[src/sv/fsl_mul.sv]
// ----------------------------------------------------------------------------
// fsl_mul: bit-serial unsigned multiplier
// Shift-add, one multiplier bit per cycle.
// ----------------------------------------------------------------------------
module fsl_mul #(
  parameter int AW = 38,
  parameter int BW = 24,
  parameter int PW = 62
) (
  input  logic          clk,
  input  logic          rst,
  input  logic          start,
  input  logic [AW-1:0] a,
  input  logic [BW-1:0] b,
  output logic          done,
  output logic [PW-1:0] p
);
  localparam int CW = $clog2(BW + 1);
  logic [PW-1:0] acc;
  logic [PW-1:0] sa;
  logic [BW-1:0] sb;
  logic [CW-1:0] cnt;
  logic          busy;

  always_ff @(posedge clk) begin
    if (rst) begin
      busy <= 1'b0;
      done <= 1'b0;
    end else begin
      done <= 1'b0;
      if (start) begin
        busy <= 1'b1;
        cnt  <= CW'(BW);
      end else if (busy) begin
        cnt <= cnt - 1'b1;
        if (cnt == CW'(1)) begin
          busy <= 1'b0;
          done <= 1'b1;
        end
      end
    end
  end

  always_ff @(posedge clk) begin
    if (start) begin
      acc <= '0;
      sa  <= PW'(a);
      sb  <= b;
    end else if (busy) begin
      if (sb[0]) acc <= acc + sa;
      sa <= sa << 1;
      sb <= sb >> 1;
    end
  end

  assign p = acc;
endmodule

[config.mk]
export PLATFORM = sky130hd
export DESIGN_NAME = fsl_mul
export DESIGN_NICKNAME = d
export VERILOG_FILES = /design/src/sv/fsl_mul.sv
export SDC_FILE = /design/constraint.sdc
export NUM_CORES = 1
export LEC_CHECK = 0
export ABC_AREA = 1
export BUFFER_PORTS_ARGS = -buffer_cell sky130_fd_sc_hd__buf_2
export CAP_MARGIN = 30
export CORE_MARGIN = 10
export CORE_UTILIZATION = 35
export DETAILED_ROUTE_END_ITERATION = 16
export GPL_TIMING_DRIVEN = 0
export PLACE_DENSITY_LB_ADDON = 0.08
export SLEW_MARGIN = 25
export SYNTH_ARGS = -nofsm -noshare
export SYNTH_HDL_FRONTEND = slang
export SYNTH_SLANG_ARGS = --single-unit
[constraint.sdc]
create_clock -name clk -period 4.3 [get_ports clk]
set_input_delay 0.215 -clock clk [delete_from_list [all_inputs] [get_ports clk]]
set_output_delay 0.215 -clock clk [all_outputs]
set_load 0.1 [all_outputs]
==> flow_summary.yaml, run 1 <==
status:
  status: "completed"
yosys:
  syn_inst: 1909
  yosysTopAreaCell: "nand2_1"
  ys_seq_area_frac: 0.324
  synth_warnings: 0
  netlist_area_sq_mm: 0.0116
  netlist.area_leader.share: 0.240
  ys_ff_latch: 155
  syn_avg_cell_area_sq_um: 6.10
  synth.area.top_cells: "nand2_1, edfxtp_1, dfxtp_1"
  ys_types: 38
  syn_nets: 2038
cts:
  clkLatencyLatePin_ns: 0.47
  path_clk_slew_ns: 0.07
  cts-hold-fix-buffers: 4
  ctsResizeCount: 0
  cts_sinks: 155
  cts_tree: "built"
  cts_buffer_depth: 2
  root_buffer: "clkbuf_16"
  htreeDepth: 4
  post-cts-setup-buffers: 0
  cts_buffers: 17
sta:
  tns_ns: 0
  rsz0062_at_grt: "false"
  drv_slew: 0
  fin_crit_ns: 2.57
  fin_skew_ns: 0.0174
  fin_crit_sh: 0.599
  finalHoldViolCount: 0
  fmax_mhz: 389
  worst_pin_slew_ns: 0.934
  final-setup-viol-count: 0
  maxSlewHeadroom: 0.377
setup_path:
  crit_path_end_kind: "register"
  cp.arrival_ns: 2.93
  critPathKind: "register to register"
  cp-start-kind: "register"
  cp_max_fo: 3
  required_ns: 4.66
power_and_ir_drop:
  ir_worst_vdd_mv: 0.292
  combPwrFrac: 0.282
  switching_share: 0.386
  p_int_w: 0.00280
  pwr-share-clk: 0.337
  p_sw_w: 0.00176
  power_leakage_nw: 7.64
  seqPwrFrac: 0.381
  p_per_area_mw_per_mm2: 338
route:
  wl_mm: 40.1
  drtPass1Iterations: 7
  drt_iter0_drc: 820
  wl_per_cell_um: 16.0
  vias: 11430
  ant_nets: 0
  route.detailed.drc: 0
  vias_per_cell: 4.54
grt:
  antenna_found_initial: 0
  grt_pass1_vias: 11003
  grt_usage: 0.198
  grt_max_degree: 30
  grt_pass1_wl_mm: 62.3
  overflow: 0
placed_design:
  port_buffers: 126
  dp_hpwl_mm: 33.5
  placed_cell_area_sq_mm: 0.0129
  dp.cells: 2479
  gp_congestion: 0.964
floorplanning:
  start_util: 0.356
  fp.dieH_um: 202
  fp-row-count: 66
  coreArea_sq_mm: 0.0327
  die_w_um: 202
  die_area_sq_mm: 0.0410
  io-pin-count: 128
cells_and_area:
  layout_common_cells: "nand2_1, inv_1, nor2_1, buf_2, dfxtp_1"
  area_delta_synth_final_pct: 15.9
  drive_above_1_share: 0.108
  final_cells: 2515
  antenna_cells: 0
  final_cell_area_sq_mm: 0.0135
  num-nets-final: 2189
  layout_commonest_cell: "nand2_1"
min_path:
  hp-class: "primary input to register"
job:
  drv_cap: 0
stage by stage:
stage	setup WS, ns	total power [W]	util	hold slack, ns
floorplan	1.42	0.00270	-	0.293
global placement	0.0577	0.00304	0.392	0.404
detailed placement	1.76	0.00306	0.394	0.408
CTS	1.73	0.00461	0.413	0.000798
global route	1.51	0.00481	0.413	0.0120
finish	1.73	0.00456	0.413	0.0173
power groups by stage:
stage,Sequential (W),Clock [W],Combinational (W)
3_5_place_dp,0.00177,0,0.00128
5_1_grt,0.00175,0.00164,0.00142
2_1_floorplan,0.00207,0,0.000633
4_1_cts,0.00174,0.00158,0.00129
3_3_place_gp,0.00178,0,0.00127
6_report,0.00174,0.00154,0.00129
final timing paths:
path	start	to	slack, ns	depth (start not counted)
worst max register to register	p[0]	p[60]	1.73	14
worst min-delay path	b[23]	sb[23]	0.02	3
worst max-delay path	p[0]	p[60]	1.73	14
worst min register to register	sa[61]	sa[61]	0.49	2
worst max-delay path, cell delays in order (launching register included):
cell	delay, ns
dfxtp_1	0.36
ha_1	0.21
inv_1	0.07
fa_1	0.46
nor2_1	0.15
or2_1	0.27
nand2_1	0.09
nand2_1	0.15
nand2_1	0.09
nand2_2	0.17
nand2_1	0.17
nand3_1	0.11
nand3_1	0.08
nand2_1	0.07
inv_1	0.04
sequential cells by signal, summed over array words and instances (netlist names):
| name | count |
|---|---|
| cnt | 5 |
| done | 1 |
| sb | 24 |
| p | 62 |
| busy | 1 |
| sa | 62 |
Yosys cell counts:
cell type / n
a21o_1: 3
buf_2: 4
and2_1: 1
nor3_4: 1
ha_1: 63
xor2_1: 25
dfxtp_1: 88
nor3_2: 9
fa_1: 1
nor2_2: 10
buf_1: 2
inv_1: 385
a21oi_1: 49
o21ai_1: 5
o22ai_1: 22
or2_1: 1
o311ai_0: 1
o211ai_1: 3
nand2_1: 745
nand2_2: 16
nor3_1: 5
nand3_1: 68
a31oi_1: 1
o21bai_2: 1
o21ai_0: 41
nand3_2: 9
dlygate4sd1_1: 1
nor4_2: 1
inv_2: 8
xnor2_1: 4
o21bai_1: 4
clkbuf_1: 29
o31ai_1: 1
nand4_1: 10
buf_4: 1
nor2_1: 222
nor2_4: 2
edfxtp_1: 67
layer usage:
layer | global-route usage | vias up | wire [um]
li1 | - | 6061 | -
met1 | 0.282 | 5111 | 20300
met2 | 0.294 | 229 | 16800
met3 | 0.0449 | 29 | 2490
met4 | 0.0493 | 0 | 597
met5 | 0 | - | 0
cell families after synthesis:
group / after synthesis / synth area share
adders and majority gates: 64 / 0.0694
DFF: 155 / 0.324
AOI/OAI and AO/OA: 131 / 0.0620
and+or+nand+nor: 1100 / 0.383
xor gates and xnor gates: 29 / 0.0218
buffers and inverters: 430 / 0.140
layout make-up:
cell class / count / area, sq um
tap: 442 / 553
clock buffer: 17 / 425
multi-input combinational: 1324 / 6250
inverter: 393 / 1480
fill: 3725 / 19200
buffer: 37 / 154
sequential: 155 / 3770
clock inverter: 15 / 163
timing repair buffer: 132 / 711
No activity file was read; power rests on OpenSTA's default activity.
==> run 2: changes to the inputs <==
--- a/config.mk
+++ b/config.mk
@@ -5,7 +5,7 @@
 export SDC_FILE = /design/constraint.sdc
 export NUM_CORES = 1
 export LEC_CHECK = 0
-export ABC_AREA = 1
+export ABC_AREA = 0
 export BUFFER_PORTS_ARGS = -buffer_cell sky130_fd_sc_hd__buf_2
 export CAP_MARGIN = 30
 export CORE_MARGIN = 10
==> constraint.sdc (replaced) <==
create_clock -name clk -period 2.6 [get_ports clk]
set_input_delay 0.13 -clock clk [delete_from_list [all_inputs] [get_ports clk]]
set_output_delay 0.13 -clock clk [all_outputs]
set_load 0.1 [all_outputs]
==> flow_summary.yaml, run 2 <==
yosys:
  syn_avg_cell_area_sq_um: 9.41
  yosysMostFrequentCell: "nand2_1"
  netlist.area_leader.share: 0.206
  syn_nets: 1164
  synth_edf_count: 67
  ys_types: 81
  ys_seq_area_frac: 0.387
  yosysTopAreaCell: "edfxtp_1"
  synth_warnings: 0
  synth_ff_type: "dfxtp_1"
  synth_commonest_cells: "nand2_1, a21oi_1, dfxtp_1"
  async_reset_ff_frac: 0
  synth.area.top_cells: "edfxtp_1, dfxtp_1, ha_1"
  ys_ff_latch: 155
  netlist_area_sq_mm: 0.00974
  syn_inst: 1035
setup_path:
  cp_max_fo: 3
  crit_slowest_cell: "edfxtp_1"
  crit_top_cell: "o31a_1"
  crit_chain: "ha_4 > inv_2 > fa_2 > nor2b_2 > o31a_1 > o31a_1 > o211ai_1 > buf_4 > a31oi_4 > a21o_1 > a41o_1 > a221oi_2 > mux2i_1 > a21oi_1"
  cp.arrival_ns: 3.44
  crit_family: "compound AO/OA/AOI/OAI gates"
  crit_path_end_kind: "register"
  worst-path-buf-inv: 2
  cp-start-kind: "register"
  max_stage_delay_ns: 0.43
  critPathKind: "register to register"
  required_ns: 2.89
grt:
  busiest_layer: "met2"
  use_met1: 0.202
  grtUsageMet2: 0.289
  grt_max_degree: 30
  antenna_found_initial: 0
  overflow: 0
  grt_pass1_wl_mm: 47.8
  grtUsageMet3: 0.0382
  grt_pass1_vias: 8883
  grt_usage: 0.167
floorplanning:
  die_w_um: 187
  start_util: 0.353
  fp.dieH_um: 187
  io-pin-count: 128
  die_area_sq_mm: 0.0349
  fp-row-count: 61
  coreArea_sq_mm: 0.0276
cts:
  clkLatencyLatePin_ns: 0.43
  path_clk_slew_ns: 0.07
  htreeDepth: 4
  cts_sinks: 155
  root_buffer: "clkbuf_16"
  cts_buffers: 17
  cts_buffer_depth: 2
  cts_tree: "built"
sta:
  drv_slew: 0
  worst_pin_slew_ns: 0.805
  fmax_mhz: 317
  maxSlewHeadroom: 0.463
  final-setup-viol-count: 41
  fin_crit_sh: 1.21
  rsz0062_at_grt: "true"
  fin_skew_ns: 0.0168
  fin_crit_ns: 3.15
  worst_slack_ns: -0.550
  holdWs_ns: 0.0408
  finalHoldViolCount: 0
cells_and_area:
  area_delta_synth_final_pct: 39.8
  layout_common_cells: "nand2_1, buf_2, a21oi_1, edfxtp_1, nor2_1"
  antenna_cells: 0
  num-nets-final: 1434
  drive_above_1_share: 0.380
  final_cell_area_sq_mm: 0.0136
  layout_commonest_cell: "nand2_1"
placed_design:
  placed_cell_area_sq_mm: 0.0113
  port_buffers: 126
  dp_hpwl_mm: 21.9
  gp_congestion: 0.843
route:
  drt_iter0_drc: 376
  ant_nets: 0
  vias: 8584
  vias_per_cell: 5.06
  wl_per_cell_um: 17.6
  wl_mm: 29.9
  route.detailed.drc: 0
  drtPass1Iterations: 5
min_path:
  hp-class: "primary input to register"
status:
  status: "complete, but fails checks"
  violations: "setup timing"
job:
  drv_cap: 0
power_and_ir_drop:
  p_per_area_mw_per_mm2: 548
  power_leakage_nw: 5.69
  ir_worst_vdd_mv: 0.502
run 2: cell types whose count changed in the layout (fill, tap and decap cells not counted), moves of 26 or more:
cell | previous run | this run
nand2_1 | 745 | 143
inv_1 | 385 | 18
nor2_1 | 222 | 63
mux2_2 | 0 | 59
nand3_1 | 68 | 12
buf_4 | 1 | 56
dlygate4sd3_1 | 4 | 57
dfxtp_1 | 88 | 37
dfxtp_4 | 0 | 38
a21oi_1 | 49 | 78
ha_1 | 63 | 36
mux2i_1 | 0 | 27
a21o_1 | 3 | 29
run 2: metrics by stage:
| step | total power (W) | instances | worst slack, ns | setup TNS, ns | utilization |
|---|---|---|---|---|---|
| after floorplan | 0.00422 | 1035 | -0.235 | -1.92 | - |
| after global placement | 0.00462 | 1539 | -0.869 | -70.00 | 0.408 |
| after detailed placement | 0.00463 | 1541 | -0.807 | -20.53 | 0.410 |
| after CTS | 0.00744 | 1682 | -0.634 | -10.98 | 0.481 |
| after global routing | 0.00783 | 1696 | -0.766 | -17.36 | 0.493 |
| final | 0.00747 | 1696 | -0.550 | -10.63 | 0.493 |
run 2: area by class of cell:
| type | instances | area [sq um] |
|---|---|---|
| Fill cell | 2688 | 14000 |
| Multi-Input combinational cell | 801 | 6380 |
| Sequential cell | 155 | 3930 |
| Timing Repair Buffer | 252 | 1800 |
| Tap cell | 378 | 473 |
| Clock buffer | 17 | 425 |
| Buffer | 58 | 374 |
| Clock inverter | 15 | 158 |
| Inverter | 20 | 78.8 |
run 2: worst register-to-register path: cells and delay by family (launching register included):
kind / cells / cell delay [ns]
multiplexers: 1 / 0.23
AND/OR/NAND/NOR: 1 / 0.05
flip-flops: 1 / 0.43
buffers and inverters: 2 / 0.22
adder cells (fa/ha/maj): 2 / 0.39
AO/OA/AOI/OAI: 8 / 1.71
run 2: path summary, 6_finish.rpt:
kind | start | endpoint | slack, ns | cells past startpoint
hold reg to reg | p[47] | p[47] | 0.47 | 2
setup reg to reg | sa[0] | p[60] | -0.55 | 14
hold / removal | a[3] | sa[3] | 0.04 | 2
setup / recovery | sa[0] | p[60] | -0.55 | 14
run 2: cell families (layout without fill, tap and decap cells):
kind of cell               count (synthesis)  after routing  synth area share
AOI/OAI and AO/OA                        276            276             0.186
xor gates and xnor gates                  51             51            0.0458
adders and majority gates                 64             64            0.0829
buffers and inverters                     79            362            0.0469
DFF                                      155            155             0.387
muxes                                     86             86            0.0959
and+or+nand+nor                          324            324             0.155
run 2: timing repair:
| item | in CTS | in global routing |
|---|---|---|
| hold buffers | 57 | 0 |
| resized for setup | 91 | 49 |
| endpoints found under the hold margin | 57 | 0 |
| setup endpoints to repair | 42 | 49 |
| setup buffers | 53 | 17 |
| pin swaps | 67 | 48 |
run 2: where the power goes:
group	internal [W]	switching (W)	total (W)
sequential	0.00272	0.000118	0.00284
clock	0.00128	0.00124	0.00252
combinational	0.000858	0.00125	0.00210
total	0.00486	0.00261	0.00747
run 2: metal layers:
layer,vias up,routed length [um]
li1,4312,-
met1,4102,13400
met2,135,14600
met3,35,1190
met4,0,665
met5,-,0
