==> config.mk <==
export PLATFORM = sky130hd
export DESIGN_NAME = fsl_div
export DESIGN_NICKNAME = d
export VERILOG_FILES = /design/src/sv/fsl_div.sv
export SDC_FILE = /design/constraint.sdc
export NUM_CORES = 1
export LEC_CHECK = 0
export BUFFER_PORTS_ARGS = -buffer_cell sky130_fd_sc_hd__buf_2
export CAP_MARGIN = 20
export CORE_UTILIZATION = 40
export CTS_CLUSTER_DIAMETER = 60
export DETAILED_ROUTE_END_ITERATION = 8
export GPL_ROUTABILITY_DRIVEN = 0
export REMOVE_ABC_BUFFERS = 1
export SYNTH_ARGS = -nofsm -noshare
export SYNTH_HDL_FRONTEND = slang
export SYNTH_SLANG_ARGS = --single-unit
==> constraint.sdc <==
create_clock -name clk -period 5.6 [get_ports clk]
set_input_delay 1.12 -clock clk [delete_from_list [all_inputs] [get_ports clk]]
set_output_delay 1.12 -clock clk [all_outputs]
set_load 0.1 [all_outputs]
==> src/sv/fsl_div.sv <==
// ----------------------------------------------------------------------------
// fsl_div: restoring divider, one quotient bit per cycle
// Quotient is NW bits wide; the caller truncates it to Q_W or GRAMS_W bits and guarantees it fits.
// ----------------------------------------------------------------------------
module fsl_div #(
  parameter int NW = 62,
  parameter int DW = 38
) (
  input  logic          clk,
  input  logic          rst,
  input  logic          start,
  input  logic [NW-1:0] n,
  input  logic [DW-1:0] d,
  output logic          done,
  output logic [NW-1:0] q
);
  localparam int CW = $clog2(NW + 1);
  logic [DW:0]   rem;
  logic [NW-1:0] sh;
  logic [DW-1:0] dv;
  logic [CW-1:0] cnt;
  logic          busy;
  logic [DW:0]   trial;

  assign trial = {rem[DW-1:0], sh[NW-1]};

  always_ff @(posedge clk) begin
    if (rst) begin
      busy <= 1'b0;
      done <= 1'b0;
    end else begin
      done <= 1'b0;
      if (start) begin
        busy <= 1'b1;
        cnt  <= CW'(NW);
      end else if (busy) begin
        cnt <= cnt - 1'b1;
        if (cnt == CW'(1)) begin
          busy <= 1'b0;
          done <= 1'b1;
        end
      end
    end
  end

  always_ff @(posedge clk) begin
    if (start) begin
      rem <= '0;
      sh  <= n;
      dv  <= d;
    end else if (busy) begin
      if (trial >= {1'b0, dv}) begin
        rem <= trial - {1'b0, dv};
        sh  <= {sh[NW-2:0], 1'b1};
      end else begin
        rem <= trial;
        sh  <= {sh[NW-2:0], 1'b0};
      end
    end
  end

  assign q = sh;
endmodule

==> flow_summary.toml, run 1 <==
[critical_path]
worstPathArrival_ns = 3.90
r2r_cells = 10
endpoint_kind = "flop"
crit_path_start_kind = "flop"
worstSetupPathType = "reg2reg"
cp-startpoint = "dv[21]"
reg2reg_from = "dv[21]"
r2r_end = "rem[10]"
required_ns = 5.87
critPathMaxFanout = 16
ff2ff_setup_slack_ns = 1.97

[timing]
slew_headroom_pct = 41.6
skew_ns = 0.0139
final_hold_viol_count = 0
slew_violations = 0
setup_viol = 0
tightestPinTransition_ns = 0.873
fmax_ghz = 0.276
min_period_ns = 3.63
finalSetupTns_ns = 0
rsz0062_at_grt = "no"
fin_ws_ns = 1.97
post-route-period-util_pct = 64.8
whs_ns = 0.488

[layout]
nets = 1074
syn2layout_area_growth_pct = 17.8
num_antenna_cells = 0
fin_area_mm2 = 0.00994
final_cell_mix = "164 x buf_2, 106 x edfxtp_1, 63 x mux2_2"
layout_commonest_cell = "buf_2"
drive_gt1_share_pct = 30.3
n_fill_cell = 1891
final_util_pct = 48.7

[pwr]
power.leakage_nw = 4.05
powerDensity_mw_per_mm2 = 347
ir_drop_mv = 0.213

[run]
cap_violations = 0

[drt]
vias_per_cell = 5.21
first_pass_iters = 4
wl_per_cell_um = 16.4
antenna_left = 0
drt-initial-drc-count = 398
routed_wl_um = 19900
drcViolationCount = 0
vias = 6319

[clocking]
clock_path_buffers = 2
cts.sinks = 146
cts.htree.levels = 4
cts_root_buffer = "clkbuf_16"
cts_setup_buffers = 0
cts_buffers = 17
holdBufCountCts = 0
clock_latency_ns = 0.43
path_clk_slew_ns = 0.06
ctsResizeCount = 0
cts_tree = "yes"

[synthesis]
synth_seq_cells = 146
synth.yosys.seq_area_share_pct = 47.2
ys.warnings.count = 0
syn-cell-area_mm2 = 0.00844
syn-mean-instance-area_um2 = 10.9
syn_inst = 777
synthFlopType = "edfxtp_1"
synth_cell_types = 80
async_flop_share_pct = 0
synth_edf_count = 106

[global_routing]
grt_pass1_wl_um = 32200
grt_max_degree = 65
grt_usage_pct = 18.9
grt_pass1_vias = 6331
overflow = 0
antenna_found_initial = 0

[die]
row_count = 52
pin_count = 166
core_mm2 = 0.0204
start_util_pct = 41.3
fp.dieH_um = 147
die_w_um = 147
fp.dieArea_mm2 = 0.0217

[placed_design]
placed_area_mm2 = 0.00939
pre_cts_ws_ns = 1.96
place_hpwl_um = 14200
numPortBuffers = 165

[outcome]
status = "complete, no violations"

[hold_path]
worstHoldPathCells = 2
min_delay_worst_endpoint = "rem[14]"
min_from = "rem[14]"
hp-class = "reg2reg"
-- cell usage after synthesis, drive strengths merged (11+ instances only) --
cell type  number  share of area (%)
edfxtp        106                 38
mux2           63                8.4
nor2           60                2.7
inv            58                2.6
nand2          52                2.4
a21oi          47                2.9
dfxtp          40                9.5
ha             40                5.9
o21ai          30                1.8
a211oi         28                2.6
mux2i          23                2.7
nand3          22                1.3
xnor2          20                2.1
buf            18                2.2
clkbuf         18               0.80
nor3           17                1.0
nand4          11               0.82
xor2           11                1.1
-- final cells by class --
cell class | instances | area [um^2] | share of cell area, %
Clock buffer | 18 | 429 | 4.32
Clock inverter | 14 | 125 | 1.26
Inverter | 58 | 218 | 2.19
Multi-Input combinational cell | 535 | 3970 | 39.9
Sequential cell | 146 | 3990 | 40.1
Tap cell | 270 | 338 | 3.40
Timing Repair Buffer | 172 | 881 | 8.86
-- worst max-delay path: stages (launching register included) --
cell	delay, ns
edfxtp_1	0.33
inv_1	0.05
ha_1	0.45
nand4_1	0.19
nor4_1	0.44
nand3_1	0.28
o31ai_4	0.33
or2_1	0.63
buf_4	0.43
mux2i_1	0.25
a211oi_1	0.09
-- through the flow --
step | power [mW] | std cells
5_1_grt | 3.59 | 1213
2_1_floorplan | 2.15 | 739
6_report | 3.45 | 1213
4_1_cts | 3.48 | 1213
3_5_place_dp | 2.38 | 1181
3_3_place_gp | 2.38 | 1181
-- cells by family (layout without fill, tap and decap cells) --
group                      after synthesis  after routing  synth area share (%)
muxes                                   86             86                  11.1
buffers and inverters                   96            262                  5.77
adders and majority gates               41             41                  6.17
xor gates and xnor gates                31             31                  3.22
DFF                                    146            146                  47.2
AOI/OAI and AO/OA                      172            172                  14.6
and+or+nand+nor                        205            205                  11.8
-- where the power goes --
part / switching (mW) / internal, mW / total (mW)
clock network: 0.505 / 0.584 / 1.09
logic: 0.726 / 0.300 / 1.03
registers: 0.0552 / 1.27 / 1.33
total: 1.29 / 2.16 / 3.45
-- how the worst max path moves through the flow --
stage / endpoint
after global placement: rem[22]
final: rem[10]
after detailed placement: rem[22]
after CTS: rem[10]
after global routing: rem[24]
after floorplan: rem[10]
-- flip-flops by register name (all words and copies together), names as in the netlist --
signal,count
cnt,6
rem,38
done,1
busy,1
dv,38
q,62
-- layer usage --
layer / GRT usage [%] / wire length, um
met4: 4.95 / 149
met2: 30.2 / 9220
met5: 0 / 0
met3: 6.52 / 1410
met1: 24.3 / 9130
No activity file was read; power rests on OpenSTA's default activity.
==> inputs of run 2 (changes only) <==
Clock period 5.6 ns to 3.55 ns, I/O delays scaled along.
==> run 2 against run 1 <==
Worst setup slack got worse by 1.5 ns. Sequential power up 58%. Cell count increased by 0.49%. Power grew 63%. Hold slack lost 0.039 ns. Global-route usage rose by 0.28 points. Die area stayed put. Critical path type unchanged. Critical endpoint is now rem[35]. Largest power group unchanged.
==> flow_summary.toml, run 2 (synthesis gave the netlist of run 1 again) <==
[outcome]
status = "complete, no violations"

[clocking]
cts_root_buffer = "clkbuf_16"
cts_tree = "yes"
clock_path_buffers = 2
clock_latency_ns = 0.44
path_clk_slew_ns = 0.07
cts_buffers = 17
holdBufCountCts = 0
cts.sinks = 146
cts.htree.levels = 4
cts_setup_buffers = 0
ctsResizeCount = 0

[layout]
nets = 1080
n_fill_cell = 1935
final_cell_mix = "164 x buf_2, 106 x edfxtp_1, 63 x mux2_2"
finalNonFillerCells = 1219
layout_commonest_cell = "buf_2"
num_antenna_cells = 0
fin_area_mm2 = 0.0101
drive_gt1_share_pct = 31.0
largest_register_ffs = 62
syn2layout_area_growth_pct = 19.3

[hold_path]
hp-class = "in2reg"

[drt]
vias = 6434
antenna_left = 0
routed_wl_um = 20200
drcViolationCount = 0
vias_per_cell = 5.28
first_pass_iters = 5
drt-initial-drc-count = 327
wl_per_cell_um = 16.6

[timing]
tightestPinTransition_ns = 0.717
fmax_ghz = 0.323
slew_violations = 0
slew_headroom_pct = 52.1
rsz0062_at_grt = "no"
setup_viol = 0
skew_ns = 0.0156
final_hold_viol_count = 0
post-route-period-util_pct = 87.1
min_period_ns = 3.09

[global_routing]
grt_pass1_vias = 6458
grt_max_degree = 77
overflow = 0
antenna_found_initial = 1
grt_pass1_wl_um = 32800
grt_usage_pct = 19.1

[pwr]
powerDensity_mw_per_mm2 = 557
p_sw_mw = 2.09
combinationalPowerShare_pct = 29.2
power.leakage_nw = 4.11
power.total_mw = 5.61
p_clk_share_pct = 33.3
p_sw_share_pct = 37.3
intPower_mw = 3.51
ir_drop_mv = 0.415
seqPwrFrac_pct = 37.5

[die]
core_mm2 = 0.0204
fp.dieH_um = 147
fp.dieArea_mm2 = 0.0217
pin_count = 166
start_util_pct = 41.3
die_w_um = 147
row_count = 52

[critical_path]
endpoint_kind = "flop"
crit_path_start_kind = "flop"
critPathMaxFanout = 10
worstSetupPathType = "reg2reg"
required_ns = 3.92
worstPathArrival_ns = 3.47

[placed_design]
dp.cells = 1187
placed_area_mm2 = 0.00946
place_hpwl_um = 14700
numPortBuffers = 165

[run]
cap_violations = 0
-- run 2: cell count changes in the layout (fill, tap and decap cells not counted), sizes merged --
cell	delta
clkinv	-3
clkbuf	-1
buf	+6
inv	+3
bufinv	+1
-- run 2: power groups by stage --
stage	clock, mW	sequential (mW)	combinational (mW)
after floorplan	0	2.67	0.719
after global placement	0	2.14	1.63
after detailed placement	0	2.14	1.64
after CTS	1.90	2.11	1.64
after global routing	1.97	2.13	1.76
final	1.86	2.10	1.64
-- run 2: layer usage --
metal  vias to the layer above  wire length (um)  GRT usage (%)
li1                       3197                 -              -
met1                      3009              9190           24.8
met2                       207              9330           30.6
met3                        19              1380           5.81
met4                         2               272           5.93
met5                         -                13              0
-- run 2: critical path, stage by stage, from the launching register on --
cell      delay (ns)
edfxtp_1        0.34
inv_1           0.05
ha_1            0.46
nand4_1         0.19
nor4_1          0.51
nand3_1         0.30
o31ai_4         0.32
nor2_1          0.11
buf_4           0.18
or4_1           0.52
nand3_1         0.09
-- run 2: metrics by stage --
step	hold WS, ns	setup TNS [ns]	setup slack (ns)	utilization (%)
2_1_floorplan	0.453	-2.13	-0.0976	-
3_3_place_gp	0.475	0	0.539	46.3
3_5_place_dp	0.476	0	0.476	46.3
4_1_cts	0.433	0	0.452	49.3
5_1_grt	0.429	0	0.211	49.3
6_report	0.450	0	0.457	49.3
-- run 2: path summary, 6_finish.rpt --
path                              start  slack, ns      end  cells past startpoint
worst max register to register   dv[21]       0.46  rem[35]                     10
worst max-delay path             dv[21]       0.46  rem[35]                     10
worst min-delay path              d[34]       0.45   dv[34]                      1
worst min register to register  rem[14]       0.48  rem[14]                      2
-- run 2: area by class of cell --
class / count / area, um^2 / area share [%]
inverters: 58 / 218 / 2.16
clock inverters: 15 / 181 / 1.80
repair buffers: 178 / 951 / 9.45
flip-flops and latches: 146 / 3990 / 39.6
clock buffers: 17 / 425 / 4.23
well taps: 270 / 338 / 3.36
multi-input cells: 535 / 3970 / 39.4
==> inputs of run 3 (changes only) <==
Settings changed: CAP_MARGIN 20 to default.
Clock period 3.55 ns to 2.8 ns, I/O delays scaled along.
==> run 3 against run 2 <==
Clock-buffer cell count increased by 1. First-iteration DRC count grew 41%. Final area rose by 8.7%. Maximum frequency rose by 11%. Wire length up 5.9%. Hold slack worse by 0.15 ns. Worst setup slack lost 0.44 ns. Power is 32% higher. Largest cell class is now multi-input gates. Largest power group unchanged. Highest routed layer is now met4.
==> flow_summary.toml, run 3 (synthesis gave the netlist of run 1 again) <==
[timing]
tightestPinTransition_ns = 0.790
skew_ns = 0.0136
fmax_ghz = 0.360
slew_headroom_pct = 47.2
final_hold_viol_count = 0
rsz0062_at_grt = "yes"
fin_ws_ns = 0.0190
setup_viol = 0
post-route-period-util_pct = 99.3
slew_violations = 0
min_period_ns = 2.78

[critical_path]
worstSetupPathType = "reg2reg"
endpoint_kind = "flop"
reg2reg_from = "q[61]"
worstPathArrival_ns = 3.12
r2r_end = "rem[30]"
crit_path_start_kind = "flop"
ff2ff_setup_slack_ns = 0.02
critPathMaxFanout = 3
required_ns = 3.14
r2r_cells = 13

[die]
row_count = 52
die_w_um = 147
start_util_pct = 41.3
fp.dieArea_mm2 = 0.0217
pin_count = 166
core_mm2 = 0.0204
fp.dieH_um = 147

[drt]
drcViolationCount = 0
vias = 6815
wl_per_cell_um = 16.4
antenna_left = 0
first_pass_iters = 5
vias_per_cell = 5.23
routed_wl_um = 21400
drt-initial-drc-count = 461

[run]
cap_violations = 0

[clocking]
cts.sinks = 146
cts.htree.levels = 4
clock_latency_ns = 0.44
path_clk_slew_ns = 0.07
cts_tree = "yes"
clock_path_buffers = 2
cts_root_buffer = "clkbuf_16"
holdBufCountCts = 0
cts_buffers = 17

[layout]
nets = 1163
layout_commonest_cell = "buf_2"
final_util_pct = 53.6
syn2layout_area_growth_pct = 29.7
largest_register_ffs = 62
final_cell_mix = "164 x buf_2, 106 x edfxtp_1, 91 x buf_4"
num_antenna_cells = 0
drive_gt1_share_pct = 40.6
finalNonFillerCells = 1302

[placed_design]
numPortBuffers = 165
pre_cts_ws_ns = -0.0966
dp.cells = 1261
place_hpwl_um = 15200

[global_routing]
antenna_found_initial = 0
grt_max_degree = 52
grt.busiest_layer = "met2"
grt_usage_pct = 20.0
use_met3_pct = 6.06
grt_pass1_vias = 6773
grt_util_met1_pct = 25.7
grt_pass1_wl_um = 33900
grt_util_met2_pct = 32.3
overflow = 0

[hold_path]
min_delay_worst_endpoint = "dv[35]"
hp-class = "in2reg"
min_from = "d[35]"
worstHoldPathCells = 1

[outcome]
status = "complete, no violations"

[pwr]
powerDensity_mw_per_mm2 = 676
power.total_mw = 7.40
power.leakage_nw = 4.56
ir_drop_mv = 0.438
==> run 3: cell types whose count changed in the layout (fill, tap and decap cells not counted), sizes merged <==
cell    previous run  this run
clkinv             3         2
buf              178       260
clkbuf            17        19
==> run 3: metrics by stage <==
step | TNS, ns | instance area [um^2] | hold WS [ns]
2_1_floorplan | -66.06 | 8170 | 0.453
3_3_place_gp | -0.0567 | 10000 | 0.480
3_5_place_dp | -1.34 | 10000 | 0.487
4_1_cts | -0.0181 | 10700 | 0.278
5_1_grt | -0.453 | 10900 | 0.272
6_report | 0 | 10900 | 0.296
==> run 3: area by class of cell <==
class,count,area [um^2]
fillers,1900,9490
multi-input cells,535,4190
flip-flops and latches,146,3990
repair buffers,261,1620
clock buffers,18,429
well taps,270,338
inverters,58,218
clock inverters,14,160
==> run 3: worst max-delay path by stage <==
stage | start | to | slack, ns | cells after the start
5_1_grt | q[61] | rem[24] | -0.1 | 14
6_report | q[61] | rem[30] | 0.02 | 13
4_1_cts | dv[0] | rem[26] | -0.02 | 12
3_3_place_gp | dv[15] | rem[25] | -0.05 | 12
2_1_floorplan | q[61] | rem[10] | -0.85 | 11
3_5_place_dp | dv[23] | rem[19] | -0.1 | 12
==> run 3: critical path: stages (launching register included) <==
cell,delay (ns)
edfxtp_1,0.36
inv_2,0.04
ha_2,0.18
inv_2,0.05
fa_2,0.21
a21oi_2,0.07
o211a_1,0.22
or4b_4,0.58
a21oi_4,0.17
nor2_2,0.07
and4bb_2,0.30
a21oi_1,0.04
a31o_1,0.19
a311oi_2,0.23
==> run 3: where the power goes <==
group | switching, mW | internal, mW | leakage (nW)
Clock | 1.06 | 1.28 | 0.289
Sequential | 0.111 | 2.55 | 1.38
Combinational | 1.56 | 0.842 | 2.89
==> run 3: repair_timing <==
item | 4_1_cts | 5_1_grt
resized for setup | 11 | 47
gates cloned | 0 | 1
setup buffers | 2 | 6
pin swaps | 7 | 18
setup endpoints to repair | 32 | 39
==> run 3: metal layers <==
metal | routed length [um] | vias up | share of wire [%]
met1 | 9700 | 3215 | 45
met4 | 376 | 0 | 1.8
met5 | 0 | - | 0
li1 | - | 3366 | -
met2 | 9990 | 201 | 47
met3 | 1310 | 33 | 6.1
